File: config.mk
export PLATFORM = sky130hd
export DESIGN_NAME = vt_code_single_error_corrector
export DESIGN_NICKNAME = d
export VERILOG_FILES = /design/src/hdl/vtsec_pkg.sv /design/src/hdl/vtsec_mod_reduce.sv /design/src/hdl/vtsec_scan_check.sv /design/src/hdl/vt_code_single_error_corrector.sv
export SDC_FILE = /design/constraint.sdc
export NUM_CORES = 2
export LEC_CHECK = 0
export BUFFER_PORTS_ARGS = -buffer_cell sky130_fd_sc_hd__buf_4
export CORE_MARGIN = 10
export CORE_UTILIZATION = 35
export CTS_CLUSTER_SIZE = 10
export DETAILED_ROUTE_END_ITERATION = 16
export GPL_TIMING_DRIVEN = 1
export SLEW_MARGIN = 20
export SYNTH_ARGS = -nofsm -noshare
export SYNTH_HDL_FRONTEND = slang
export SYNTH_SLANG_ARGS = --single-unit
File: constraint.sdc
create_clock -name clock -period 19.25 [get_ports clock]
set_input_delay 0 -clock clock [delete_from_list [all_inputs] [get_ports clock]]
set_output_delay 0 -clock clock [all_outputs]
set_load 0.01 [all_outputs]
File: src/hdl/vtsec_pkg.sv
`timescale 1ns / 1ps
// ----------------------------------------------------------------------------
// vtsec_pkg
// Shared widths, codes and types of the VT single-error corrector.
// ----------------------------------------------------------------------------
package vtsec_pkg;

   localparam int MAX_LEN    = 1024;
   localparam int WORD_DEPTH = MAX_LEN + 1;
   localparam int ADDR_W     = $clog2(WORD_DEPTH);
   localparam int LEN_W      = 11;
   localparam int MOD_W      = LEN_W + 1;
   localparam int STEP_W     = $clog2(MOD_W);

   typedef enum logic [2:0] {
      STATUS_OK     = 3'd0,
      STATUS_CLEAR  = 3'd1,
      STATUS_REMOVE = 3'd2,
      STATUS_INSERT = 3'd3,
      STATUS_FAIL   = 3'd4
   } vtsec_status_type;

   typedef enum logic [2:0] {
      ST_IDLE,
      ST_REDUCE,
      ST_DECIDE,
      ST_CHECK_CLEAR,
      ST_SCAN,
      ST_EMIT
   } vtsec_state_type;

   typedef enum logic {
      MODE_REMOVE,
      MODE_INSERT
   } vtsec_mode_type;

   typedef struct packed {
      logic             start;
      logic [MOD_W-1:0] operand;
      logic [MOD_W-1:0] modulus;
   } vtsec_mod_req_type;

   typedef struct packed {
      logic             done;
      logic [LEN_W-1:0] remainder;
   } vtsec_mod_rsp_type;

   typedef struct packed {
      vtsec_mode_type   mode;
      logic             bit_value;
      logic [LEN_W-1:0] syndrome;
      logic [LEN_W-1:0] ones;
      logic [LEN_W-1:0] ones_before;
      logic [LEN_W-1:0] index;
      logic [MOD_W-1:0] modulus;
   } vtsec_scan_in_type;

   typedef struct packed {
      logic hit;
      logic inserted;
   } vtsec_scan_out_type;

endpackage

File: src/hdl/vtsec_mod_reduce.sv
`timescale 1ns / 1ps
// ----------------------------------------------------------------------------
// vtsec_mod_reduce
// Shared modulo unit: one compare-subtract when the operand is below twice
// the modulus, otherwise a restoring remainder, one bit per cycle.
// ----------------------------------------------------------------------------
module vtsec_mod_reduce (
   input  logic                        clock,
   input  logic                        reset,
   input  vtsec_pkg::vtsec_mod_req_type mod_req,
   output vtsec_pkg::vtsec_mod_rsp_type mod_rsp
);
   import vtsec_pkg::*;

   logic              busy_ff, busy_in;
   logic              done_ff, done_in;
   logic [STEP_W-1:0] step_ff, step_in;
   logic [MOD_W-1:0]  rem_ff, rem_in;
   logic [MOD_W-1:0]  opnd_ff, opnd_in;
   logic [MOD_W-1:0]  mod_ff, mod_in;
   logic [MOD_W-1:0]  diff;
   logic [MOD_W-1:0]  shifted;

   assign diff    = mod_req.operand - mod_req.modulus;
   assign shifted = {rem_ff[MOD_W-2:0], opnd_ff[step_ff]};

   always_comb begin
      busy_in = busy_ff;
      done_in = 1'b0;
      step_in = step_ff;
      rem_in  = rem_ff;
      opnd_in = opnd_ff;
      mod_in  = mod_ff;
      if (mod_req.start) begin
         opnd_in = mod_req.operand;
         mod_in  = mod_req.modulus;
         if (mod_req.operand < mod_req.modulus) begin
            rem_in  = mod_req.operand;
            done_in = 1'b1;
         end else if (diff < mod_req.modulus) begin
            rem_in  = diff;
            done_in = 1'b1;
         end else begin
            busy_in = 1'b1;
            rem_in  = '0;
            step_in = STEP_W'(MOD_W - 1);
         end
      end else if (busy_ff) begin
         rem_in = (shifted >= mod_ff) ? shifted - mod_ff : shifted;
         if (step_ff == '0) begin
            busy_in = 1'b0;
            done_in = 1'b1;
         end else begin
            step_in = step_ff - 1'b1;
         end
      end
   end

   always_ff @(posedge clock) begin
      if (reset) begin
         busy_ff <= 1'b0;
         done_ff <= 1'b0;
      end else begin
         busy_ff <= busy_in;
         done_ff <= done_in;
      end
      step_ff <= step_in;
      rem_ff  <= rem_in;
      opnd_ff <= opnd_in;
      mod_ff  <= mod_in;
   end

   assign mod_rsp.done      = done_ff;
   assign mod_rsp.remainder = rem_ff[LEN_W-1:0];

endmodule

File: src/hdl/vtsec_scan_check.sv
`timescale 1ns / 1ps
// ----------------------------------------------------------------------------
// vtsec_scan_check
// Tests one word position for a removal or insertion that zeroes the
// syndrome. All partial sums stay below twice the modulus.
// ----------------------------------------------------------------------------
module vtsec_scan_check (
   input  vtsec_pkg::vtsec_scan_in_type  scan_in,
   output vtsec_pkg::vtsec_scan_out_type scan_out
);
   import vtsec_pkg::*;

   logic [LEN_W-1:0] after_ones;
   logic [LEN_W-1:0] from_ones;
   logic [MOD_W-1:0] rm_sum, rm_red;
   logic [MOD_W-1:0] s0_sum, s0_red;
   logic [MOD_W-1:0] s1_sum, s1_red;
   logic             rm_hit, hit0, hit1;

   always_comb begin
      // removal: ones strictly after this position shift down by one
      after_ones = scan_in.ones - scan_in.ones_before
                 - {{(LEN_W-1){1'b0}}, scan_in.bit_value};
      rm_sum = {1'b0, after_ones} + {1'b0, scan_in.index} + MOD_W'(1);
      rm_red = (rm_sum >= scan_in.modulus) ? rm_sum - scan_in.modulus : rm_sum;
      rm_hit = scan_in.bit_value ? (rm_red == {1'b0, scan_in.syndrome})
                                 : (after_ones == scan_in.syndrome);

      // insertion: ones at this position and after shift up by one
      from_ones = scan_in.ones - scan_in.ones_before;
      s0_sum = {1'b0, scan_in.syndrome} + {1'b0, from_ones};
      s0_red = (s0_sum >= scan_in.modulus) ? s0_sum - scan_in.modulus : s0_sum;
      hit0   = (s0_red == '0);
      s1_sum = s0_red + {1'b0, scan_in.index} + MOD_W'(1);
      s1_red = (s1_sum >= scan_in.modulus) ? s1_sum - scan_in.modulus : s1_sum;
      hit1   = (s1_red == '0);

      case (scan_in.mode)
         MODE_REMOVE: begin
            scan_out.hit      = rm_hit;
            scan_out.inserted = 1'b0;
         end
         MODE_INSERT: begin
            scan_out.hit      = hit0 | hit1;
            scan_out.inserted = ~hit0;
         end
         default: begin
            scan_out.hit      = 1'b0;
            scan_out.inserted = 1'b0;
         end
      endcase
   end

endmodule

File: src/hdl/vt_code_single_error_corrector.sv
`timescale 1ns / 1ps
// ----------------------------------------------------------------------------
// vt_code_single_error_corrector
// Varshamov-Tenengolts single-error decoder: one correction descriptor per
// received word. A 0 bit that is not the last leaves the block idle. A 1 bit
// goes through the shared modulo unit for the weighted syndrome, a single
// compare-subtract for a sum below twice n+1, else a restoring remainder. The
// last bit adds that reduction, a decide state, and for length n a single bit
// lookup, for lengths n+1 and n-1 a scan of up to n+1 positions, one per cycle
// through the registered read port of the bit store, then an emit state that
// loads the output register once it is free. The block takes no beat while a
// word's reduction or decode is in progress. No clearing pass after reset.
// ----------------------------------------------------------------------------
module vt_code_single_error_corrector (
   input  logic                        clock,
   input  logic                        reset,
   input  logic                        req_valid,
   output logic                        req_stall,
   input  logic                        req_bit_value,
   input  logic                        req_last_bit,
   output logic                        rsp_valid,
   input  logic                        rsp_stall,
   output logic [2:0]                  rsp_status,
   output logic [vtsec_pkg::LEN_W-1:0] rsp_position,
   output logic                        rsp_inserted_value,
   input  logic                        csr_write_enable,
   input  logic [vtsec_pkg::LEN_W-1:0] csr_write_data
);
   import vtsec_pkg::*;

   vtsec_state_type   state_ff, state_in;
   logic [LEN_W-1:0]  code_ff;
   logic [LEN_W-1:0]  wl_ff, wl_in;
   logic [LEN_W-1:0]  ones_ff, ones_in;
   logic [LEN_W-1:0]  syn_ff, syn_in;
   logic              last_ff, last_in;
   vtsec_mode_type    mode_ff, mode_in;
   logic [LEN_W-1:0]  idx_ff, idx_in;
   logic [LEN_W-1:0]  before_ff, before_in;
   vtsec_status_type  res_status_ff, res_status_in;
   logic [LEN_W-1:0]  res_pos_ff, res_pos_in;
   logic              res_ins_ff, res_ins_in;
   logic              rsp_valid_ff, rsp_valid_in;
   vtsec_status_type  rsp_status_ff, rsp_status_in;
   logic [LEN_W-1:0]  rsp_pos_ff, rsp_pos_in;
   logic              rsp_ins_ff, rsp_ins_in;

   logic              bits_mem [WORD_DEPTH];
   logic              rd_data_ff;
   logic              rd_en;
   logic [ADDR_W-1:0] rd_addr;
   logic              wr_en;

   logic              accept;
   logic              wr_ok;
   logic              overflow;
   logic              len_eq_n, len_eq_n1, len_eq_nm1;
   logic              clear_ok;
   logic              scan_end;
   logic              out_free;
   logic [MOD_W-1:0]  modulus;
   logic [LEN_W-1:0]  next_idx;
   logic [LEN_W-1:0]  syn_m1;

   vtsec_mod_req_type  mod_req;
   vtsec_mod_rsp_type  mod_rsp;
   vtsec_scan_in_type  scan_in;
   vtsec_scan_out_type scan_out;

   vtsec_mod_reduce u_mod (
      .clock   (clock),
      .reset   (reset),
      .mod_req (mod_req),
      .mod_rsp (mod_rsp)
   );

   vtsec_scan_check u_scan (
      .scan_in  (scan_in),
      .scan_out (scan_out)
   );

   assign modulus    = {1'b0, code_ff} + MOD_W'(1);
   assign req_stall  = (state_ff != ST_IDLE);
   assign accept     = req_valid & ~req_stall;
   assign wr_ok      = (wl_ff < LEN_W'(WORD_DEPTH));
   assign overflow   = (wl_ff > LEN_W'(WORD_DEPTH));
   assign len_eq_n   = (wl_ff == code_ff);
   assign len_eq_n1  = ({1'b0, wl_ff} == modulus);
   assign len_eq_nm1 = (({1'b0, wl_ff} + MOD_W'(1)) == {1'b0, code_ff});
   assign syn_m1     = syn_ff - LEN_W'(1);
   assign clear_ok   = (syn_ff != '0) && (syn_ff <= wl_ff);
   assign next_idx   = idx_ff + LEN_W'(1);
   assign scan_end   = (mode_ff == MODE_REMOVE) ? (next_idx == wl_ff) : (idx_ff == wl_ff);
   assign out_free   = ~rsp_valid_ff | ~rsp_stall;

   assign scan_in.mode        = mode_ff;
   assign scan_in.bit_value   = rd_data_ff;
   assign scan_in.syndrome    = syn_ff;
   assign scan_in.ones        = ones_ff;
   assign scan_in.ones_before = before_ff;
   assign scan_in.index       = idx_ff;
   assign scan_in.modulus     = modulus;

   // next state
   always_comb begin
      state_in = state_ff;
      case (state_ff)
         ST_IDLE: begin
            if (accept && ((req_bit_value && wr_ok) || req_last_bit)) begin
               state_in = ST_REDUCE;
            end
         end
         ST_REDUCE: begin
            if (mod_rsp.done) begin
               state_in = last_ff ? ST_DECIDE : ST_IDLE;
            end
         end
         ST_DECIDE: begin
            if (overflow) begin
               state_in = ST_EMIT;
            end else if (len_eq_n) begin
               state_in = (syn_ff == '0) ? ST_EMIT : ST_CHECK_CLEAR;
            end else if (len_eq_n1 || len_eq_nm1) begin
               state_in = ST_SCAN;
            end else begin
               state_in = ST_EMIT;
            end
         end
         ST_CHECK_CLEAR: begin
            state_in = ST_EMIT;
         end
         ST_SCAN: begin
            if (scan_out.hit || scan_end) begin
               state_in = ST_EMIT;
            end
         end
         ST_EMIT: begin
            if (out_free) begin
               state_in = ST_IDLE;
            end
         end
         default: begin
            state_in = ST_IDLE;
         end
      endcase
   end

   // datapath and outputs
   always_comb begin
      wl_in         = wl_ff;
      ones_in       = ones_ff;
      syn_in        = syn_ff;
      last_in       = last_ff;
      mode_in       = mode_ff;
      idx_in        = idx_ff;
      before_in     = before_ff;
      res_status_in = res_status_ff;
      res_pos_in    = res_pos_ff;
      res_ins_in    = res_ins_ff;
      rsp_valid_in  = rsp_valid_ff & rsp_stall;
      rsp_status_in = rsp_status_ff;
      rsp_pos_in    = rsp_pos_ff;
      rsp_ins_in    = rsp_ins_ff;
      mod_req.start   = 1'b0;
      mod_req.operand = {1'b0, syn_ff};
      mod_req.modulus = modulus;
      rd_en   = 1'b0;
      rd_addr = '0;
      wr_en   = 1'b0;

      case (state_ff)
         ST_IDLE: begin
            if (accept) begin
               last_in = req_last_bit;
               if (wr_ok) begin
                  wr_en = 1'b1;
                  wl_in = wl_ff + LEN_W'(1);
                  if (req_bit_value) begin
                     ones_in = ones_ff + LEN_W'(1);
                     mod_req.operand = {1'b0, syn_ff} + {1'b0, wl_ff} + MOD_W'(1);
                  end
               end else begin
                  wl_in = LEN_W'(WORD_DEPTH + 1);
               end
               mod_req.start = (req_bit_value && wr_ok) || req_last_bit;
            end
         end
         ST_REDUCE: begin
            if (mod_rsp.done) begin
               syn_in = mod_rsp.remainder;
            end
         end
         ST_DECIDE: begin
            res_status_in = STATUS_FAIL;
            res_pos_in    = '0;
            res_ins_in    = 1'b0;
            idx_in        = '0;
            before_in     = '0;
            mode_in       = len_eq_n1 ? MODE_REMOVE : MODE_INSERT;
            if (!overflow && len_eq_n) begin
               if (syn_ff == '0) begin
                  res_status_in = STATUS_OK;
               end else begin
                  rd_en   = clear_ok;
                  rd_addr = syn_m1[ADDR_W-1:0];
               end
            end else begin
               rd_en   = 1'b1;
               rd_addr = '0;
            end
         end
         ST_CHECK_CLEAR: begin
            if (clear_ok && rd_data_ff) begin
               res_status_in = STATUS_CLEAR;
               res_pos_in    = syn_m1;
            end
         end
         ST_SCAN: begin
            rd_en   = (next_idx < LEN_W'(WORD_DEPTH));
            rd_addr = next_idx[ADDR_W-1:0];
            if (scan_out.hit) begin
               res_status_in = (mode_ff == MODE_REMOVE) ? STATUS_REMOVE : STATUS_INSERT;
               res_pos_in    = idx_ff;
               res_ins_in    = scan_out.inserted;
            end else if (!scan_end) begin
               idx_in    = next_idx;
               before_in = before_ff + {{(LEN_W-1){1'b0}}, rd_data_ff};
            end
         end
         ST_EMIT: begin
            if (out_free) begin
               rsp_valid_in  = 1'b1;
               rsp_status_in = res_status_ff;
               rsp_pos_in    = res_pos_ff;
               rsp_ins_in    = res_ins_ff;
               wl_in         = '0;
               ones_in       = '0;
               syn_in        = '0;
            end
         end
         default: begin
            rd_en = 1'b0;
         end
      endcase
   end

   // bit store, one write and one registered read per cycle
   always_ff @(posedge clock) begin
      if (wr_en) begin
         bits_mem[wl_ff[ADDR_W-1:0]] <= req_bit_value;
      end
      if (rd_en) begin
         rd_data_ff <= bits_mem[rd_addr];
      end
   end

   always_ff @(posedge clock) begin
      if (reset) begin
         state_ff     <= ST_IDLE;
         code_ff      <= LEN_W'(1);
         wl_ff        <= '0;
         ones_ff      <= '0;
         syn_ff       <= '0;
         rsp_valid_ff <= 1'b0;
      end else begin
         state_ff     <= state_in;
         if (csr_write_enable) begin
            code_ff <= csr_write_data;
         end
         wl_ff        <= wl_in;
         ones_ff      <= ones_in;
         syn_ff       <= syn_in;
         rsp_valid_ff <= rsp_valid_in;
      end
      last_ff       <= last_in;
      mode_ff       <= mode_in;
      idx_ff        <= idx_in;
      before_ff     <= before_in;
      res_status_ff <= res_status_in;
      res_pos_ff    <= res_pos_in;
      res_ins_ff    <= res_ins_in;
      rsp_status_ff <= rsp_status_in;
      rsp_pos_ff    <= rsp_pos_in;
      rsp_ins_ff    <= rsp_ins_in;
   end

   assign rsp_valid          = rsp_valid_ff;
   assign rsp_status         = rsp_status_ff;
   assign rsp_position       = rsp_pos_ff;
   assign rsp_inserted_value = rsp_ins_ff;

endmodule

## After elaboration in Yosys (flattened, before gate mapping)

Memories as Yosys holds them, arrays and structs flattened. A register that Yosys moved wholly into a read port is not among the register bits.
Cells that the tools add are included.

- $add $sub $neg: 22
- $lt $le $gt $ge: 11
- Eq/ne operators: 26
- Multiplexer cells: 83
- Bitwise logic cells: 9
- Reduce and logical (&&, ||, !) cells: 32

Operator list:

| operator | number |
|---|---|
| 11-bit 2-to-1 mux | 20 |
| 11-bit one-hot mux with 2 select lines | 6 |
| 12-bit 2-to-1 mux | 5 |
| 12-bit greater-or-equal comparator | 4 |
| 12-bit subtractor | 4 |
| 11-bit == test | 4 |
| 11-bit by 11-bit adder with 12-bit output | 3 |
| 12-bit by 1-bit adder with 12-bit output, second input constant | 3 |
| 11-bit by 1-bit adder with 11-bit output, second input constant | 3 |
| 3-bit 2-to-1 mux | 11 |
| 11-bit one-hot mux with 3 select lines | 1 |
| 1-bit 2-to-1 mux | 26 |
| 13-bit 2-to-1 mux | 2 |
| 2-bit inequality test, second input constant | 13 |
| 11-bit by 1-bit adder with 12-bit output, second input constant | 2 |
| 12-bit by 11-bit == test with 1-bit output | 2 |
| 12-bit zero test | 2 |
| 12-bit < comparator | 2 |
| 11-bit < comparator, second input constant | 2 |
| 11-bit subtractor | 2 |
| 4-bit 2-to-1 mux | 5 |
| 3-bit one-hot mux with 6 select lines | 1 |
| 12-bit by 11-bit adder with 12-bit output | 1 |
| 11-bit by 12-bit == test with 1-bit output | 1 |
| 32 further kinds | 58 |

- Register bits: 143
- Bits in writable memories: 1025
- Output and inout port bits: 17
- Memories: 1

Memories:

| name | words | bits a word | read ports | clocked after Yosys merged registers in | wr ports | line | source |
|---|---|---|---|---|---|---|---|
| bits_mem | 1025 | 1 | 1 | 1 | 1 | vt_code_single_error_corrector.sv:48 | `logic bits_mem [WORD_DEPTH];` |

## Logic depth before layout (Yosys ltp)

- Depth after elaboration: 14
- Mapped depth: 47

## Hierarchy

A second synthesis with hierarchy kept.

- Cells, all modules: 5947
- Area, all modules: 60570.6 µm²

Modules (own cells, without submodules):

| module | times used | cells each | area an instance (µm²) |
|---|---|---|---|
| vt_code_single_error_corrector | 1 | 5024 | 52830.7 |
| vtsec_scan_check | 1 | 607 | 4519.3 |
| vtsec_mod_reduce | 1 | 316 | 3220.6 |

## Least setup slack after synthesis

Ideal clock, no wire load.

- Path type: register to register
- Start point: reg ones_ff[0]
- End point: reg res_pos_ff[0], enable pin
- Arrival: 9.127 ns
- Setup slack: 9.733 ns
- Stages on the path, launching flop included: 46
- Path buffers: 1
- Cell sequence: dfxtp_1 inv_1 ha_1 inv_1 fa_1 a21o_1 a21oi_1 o21bai_1 a21oi_1 o21ai_0 a2111oi_0 nor3_1 inv_1 ha_1 inv_1 nor3_1 a31oi_1 o21ai_0 (+10 left out) inv_1 fa_1 a21o_1 a21oi_1 o21bai_1 a21oi_1 o21bai_1 a21o_1 a2111o_1 o311ai_0 ha_1 a311oi_1 nand3_1 or4_1 a2111o_1 nor3b_1 o21ai_0 o211ai_1

- Cells in the longest elaborated chain, start to end: 13
- Elaborated cells between the ends (all ways): 25
- Those cells by class: add/sub: 10; order compare: 3; eq/ne: 3; mux: 5; bitwise: 1; reduce/logical: 3

RTL lines:

| what | line | source |
|---|---|---|
| start: declaration | vt_code_single_error_corrector.sv:34 | `logic [LEN_W-1:0] ones_ff, ones_in;` |
| start signal: assignment | vt_code_single_error_corrector.sv:271 | `ones_ff <= ones_in;` |
| 11-bit subtractor * | vtsec_scan_check.sv:22, vtsec_scan_check.sv:30 |  |
| 11-bit by 11-bit adder with 12-bit output | vtsec_scan_check.sv:31 | `s0_sum = {1'b0, scan_in.syndrome} + {1'b0, from_ones};` |
| 12-bit subtractor / 12-bit greater-or-equal comparator (equally long branches) | vtsec_scan_check.sv:32 | `s0_red = (s0_sum >= scan_in.modulus) ? s0_sum - scan_in.modulus : s0_sum;` |
| 12-bit 2-to-1 mux | vtsec_scan_check.sv:32 |  |
| 12-bit by 11-bit adder with 12-bit output | vtsec_scan_check.sv:34 | `s1_sum = s0_red + {1'b0, scan_in.index} + MOD_W'(1);` |
| 12-bit by 1-bit adder with 12-bit output | vtsec_scan_check.sv:34 |  |
| 12-bit subtractor / 12-bit greater-or-equal comparator (equally long branches) | vtsec_scan_check.sv:35 | `s1_red = (s1_sum >= scan_in.modulus) ? s1_sum - scan_in.modulus : s1_sum;` |
| 12-bit 2-to-1 mux | vtsec_scan_check.sv:35 |  |
| 12-bit zero test | vtsec_scan_check.sv:36 | `hit1 = (s1_red == '0);` |
| 1-bit OR | vtsec_scan_check.sv:44 | `scan_out.hit = hit0 \| hit1;` |
| 2-bit one-hot mux with 2 select lines * | vtsec_scan_check.sv:38 | `case (scan_in.mode)` |
| 2-bit inequality test (no line) * | n/a |  |
| 3-bit AND reduction (no line) * | n/a |  |
| end signal: assignment | vt_code_single_error_corrector.sv:280 | `res_pos_ff <= res_pos_in;` |
| end: declaration | vt_code_single_error_corrector.sv:41 | `logic [LEN_W-1:0] res_pos_ff, res_pos_in;` |

Mark *: on every way between the ends. The rest lies on a longest branch, timed or not.
A chain may end at the register's enable or synchronous reset.

## Worst setup path after layout

- Start point: reg ones_ff[0]
- End point: reg before_ff[8], enable pin

- Cells in the longest elaborated chain, start to end: 13
- Elaborated cells between the ends (all ways): 25
- Those cells by class: add/sub: 10; order compare: 3; eq/ne: 3; mux: 5; bitwise: 1; reduce/logical: 3

RTL lines:

| what | line | source |
|---|---|---|
| 11-bit subtractor * | vtsec_scan_check.sv:22, vtsec_scan_check.sv:30 |  |
| 11-bit by 11-bit adder with 12-bit output | vtsec_scan_check.sv:31 |  |
| 12-bit subtractor / 12-bit greater-or-equal comparator (equally long branches) | vtsec_scan_check.sv:32 |  |
| 12-bit 2-to-1 mux | vtsec_scan_check.sv:32 |  |
| 12-bit by 11-bit adder with 12-bit output | vtsec_scan_check.sv:34 |  |
| 12-bit by 1-bit adder with 12-bit output | vtsec_scan_check.sv:34 |  |
| 12-bit subtractor / 12-bit greater-or-equal comparator (equally long branches) | vtsec_scan_check.sv:35 |  |
| 12-bit 2-to-1 mux | vtsec_scan_check.sv:35 |  |
| 12-bit zero test | vtsec_scan_check.sv:36 |  |
| 1-bit OR | vtsec_scan_check.sv:44 |  |
| 2-bit one-hot mux with 2 select lines * | vtsec_scan_check.sv:38 |  |
| 2-bit inequality test (no line) * | n/a |  |
| 3-bit AND reduction (no line) * | n/a |  |
| end signal: assignment | vt_code_single_error_corrector.sv:278 | `before_ff <= before_in;` |
| end: declaration | vt_code_single_error_corrector.sv:39 | `logic [LEN_W-1:0] before_ff, before_in;` |

Marked as above.

==> metrics <==
outcome completed; top-area cell type share of the netlist area 0.562; Core Area 170,000 um2; Critical Path Source ones_ff[0]$_SDFFE_PP0P_; HP Class primary input to flop; unrepaired setup endpoints after global routing no; CTS buffer count 140; VDD IR-drop max 0.0659 mV; Critical Path RT 19.71 ns; Crit Reg-Reg Startpoint ones_ff[0]$_SDFFE_PP0P_; CP max stage cell a2111oi_0; worst slack, placed 8.86 ns; share of cells above drive strength 1 0.0798; maximum clock frequency 0.0954 GHz; Yosys top cell by area edfxtp_1; Starting Density 0.353; Fin Clk Skew 0.0484 ns; capture point of the worst path before_ff[8]$_SDFFCE_PP0P_; total clock sinks 1,169; nets 5,895; reg-to-reg slack, setup 8.77 ns; Ys Warns 0; FFs w/ async S/R, synth 0; Synth cell types 87; WHS Path Cells 3; worst setup path category flop to flop; largest net degree at the start of global routing 253; post-CTS setup buffer count 0; CP arrival 10.94 ns; hpwl dp 112,000 um; CTS root buffer clkbuf_16; RR Endpoint before_ff[8]$_SDFFCE_PP0P_; io pins 35; Antenna diodes 0; EDFF count, synth 1,119; FF-to-FF path depth 45; TNS Setup 0 ns; FF+latch count, synth 1,169; Final Hold Viols 0; dominant cell by count in the synthesized netlist nor2_1; ys flop type edfxtp_1; Port Buffer Count 34; gr usage total 0.200; worst slew pin tran 1.27 ns; Max Root-Sink Buffers 3; Rel. slew slack 0.149; overflow left after global routing 0; DRT Wirelength 195,000 um; pwr/cell area 103 nW/um2; Synth Net Count 5,982; Area growth, synth to finish 11.7%; CTS tree built; Vias 45,600; Worst Hold Launch csr_write_enable; DRC 0; FP Rows 151; P_leak 22.3 nW; Final WS setup 8.77 ns; final cycle utilization of the critical path 0.544; Crit. End Element flop; fin cells 7,980; fill cell count 16,500; dominant cells by area after synthesis edfxtp_1, nor2_1, nand2_1; first-pass GRT wire length 285,000 um; Die Span Y 433 um; Clk Latency, worst-skew pair 0.80 ns; list of most frequent post-synthesis cells nor2_1, edfxtp_1, nand2_1; 1st-pass router iterations 8; htree depth 4; max incr delay on CP 0.59 ns; minimum hold slack 0.195 ns; Die ar. 188,000 um2; Placed Cells 7,749; DR iter-0 viols 5,276; final RePlAce weighted congestion 0.894; DR WL/cell 24.4 um; setup violators final 0; max-cap check violation count 0; vias in the first global route 43,300; sequential-to-total area share from yosys stat 0.578; Max Transition Viols Final 0; CP Launch Type flop; Reg clk slew, reported paths 0.06 ns; CP Max Fanout 22; min cycle time layout 10.48 ns; syn avg cell area 10.3 um2; Routed Antenna Nets 0; Mapped Cells 5,800; CTS resizes 0; vias per cell 5.71; initial antenna violation count 1; Cell Area, Synth 59,800 um2; Final Power 6.90 mW; die width 433 um
[placed cells by master (no fill, tap or decap), types with 86 or more instances in the layout]
cell type,count
ha_1,154
nor2_1,1229
xnor2_1,101
a21oi_1,138
nand2_1,843
clkbuf_16,144
edfxtp_1,1119
inv_1,154
buf_4,158
nand4_1,86
nand3_1,265
o21ai_0,107
mux2i_1,179
[logic make-up (layout without fill, tap and decap cells)]
logic type / count (synthesis) / in the layout / share of synthesized area
flops: 1169 / 1169 / 0.578
xor+xnor: 162 / 162 / 0.0240
fa+ha+maj: 164 / 164 / 0.0356
buf+inv: 593 / 555 / 0.0419
compound gates: 725 / 725 / 0.0862
simple gates: 2770 / 2770 / 0.196
mux: 217 / 217 / 0.0377
[per-layer routing]
| layer | routed length (um) | GRT usage | share of wire |
|---|---|---|---|
| met4 | 8570 | 0.0830 | 0.044 |
| met1 | 78900 | 0.267 | 0.40 |
| met3 | 17900 | 0.0359 | 0.092 |
| met2 | 89500 | 0.322 | 0.46 |
| met5 | 0 | 0 | 0 |
[critical path, delay by kind of cell, from the launching register on]
family,cells,cell delay [ns]
simple gates,8,1.59
buf+inv,7,0.80
flops,1,0.34
fa+ha+maj,7,2.23
compound gates,23,5.21
[sequential cells by signal, indices dropped and copies added (netlist names), 3 cells and up]
| register | count |
|---|---|
| before_ff | 11 |
| bits_mem | 1025 |
| code_ff | 11 |
| idx_ff | 11 |
| ones_ff | 11 |
| res_pos_ff | 11 |
| res_status_ff | 3 |
| rsp_position | 11 |
| rsp_status | 3 |
| state_ff | 3 |
| syn_ff | 11 |
| u_mod.mod_ff | 12 |
| u_mod.opnd_ff | 12 |
| u_mod.rem_ff | 11 |
| u_mod.step_ff | 4 |
| wl_ff | 11 |
[metrics by stage]
stage	utilization	instance area [um2]
final	0.394	66800
after global routing	0.394	66800
after CTS	0.393	66700
after detailed placement	0.367	62300
after global placement	0.367	62300
after floorplan	-	59800
[where the power goes]
group          internal [mW]  switching [mW]
Combinational          0.598           0.978
Clock                   1.38            1.05
Sequential              2.84          0.0482
[layout make-up]
type,instances,area (um2),share of cell area
clock buffer,170,3700,0.0554
clock inverter,21,362,0.00541
inverter,157,589,0.00882
multi-input combinational,4038,23000,0.344
sequential,1169,34600,0.518
tap,2218,2780,0.0416
timing repair buffer,207,1750,0.0262
[how the worst min path moves through the flow]
stage	endpoint	slack, ns
finish	code_ff[0]$_SDFFE_PP1P_	0.19
global placement	code_ff[4]$_SDFFE_PP0P_	0.24
CTS	code_ff[0]$_SDFFE_PP1P_	0.16
detailed placement	code_ff[8]$_SDFFE_PP0P_	0.25
floorplan	bits_mem[0]$_DFFE_PP_	0.1
global route	code_ff[0]$_SDFFE_PP1P_	0.19
[what timing repair did]
item                                   in CTS  in global routing
setup endpoints to repair                   0                  0
hold buffers                               40                  0
endpoints found under the hold margin     109                  0
(Power assumes the default switching activity.)
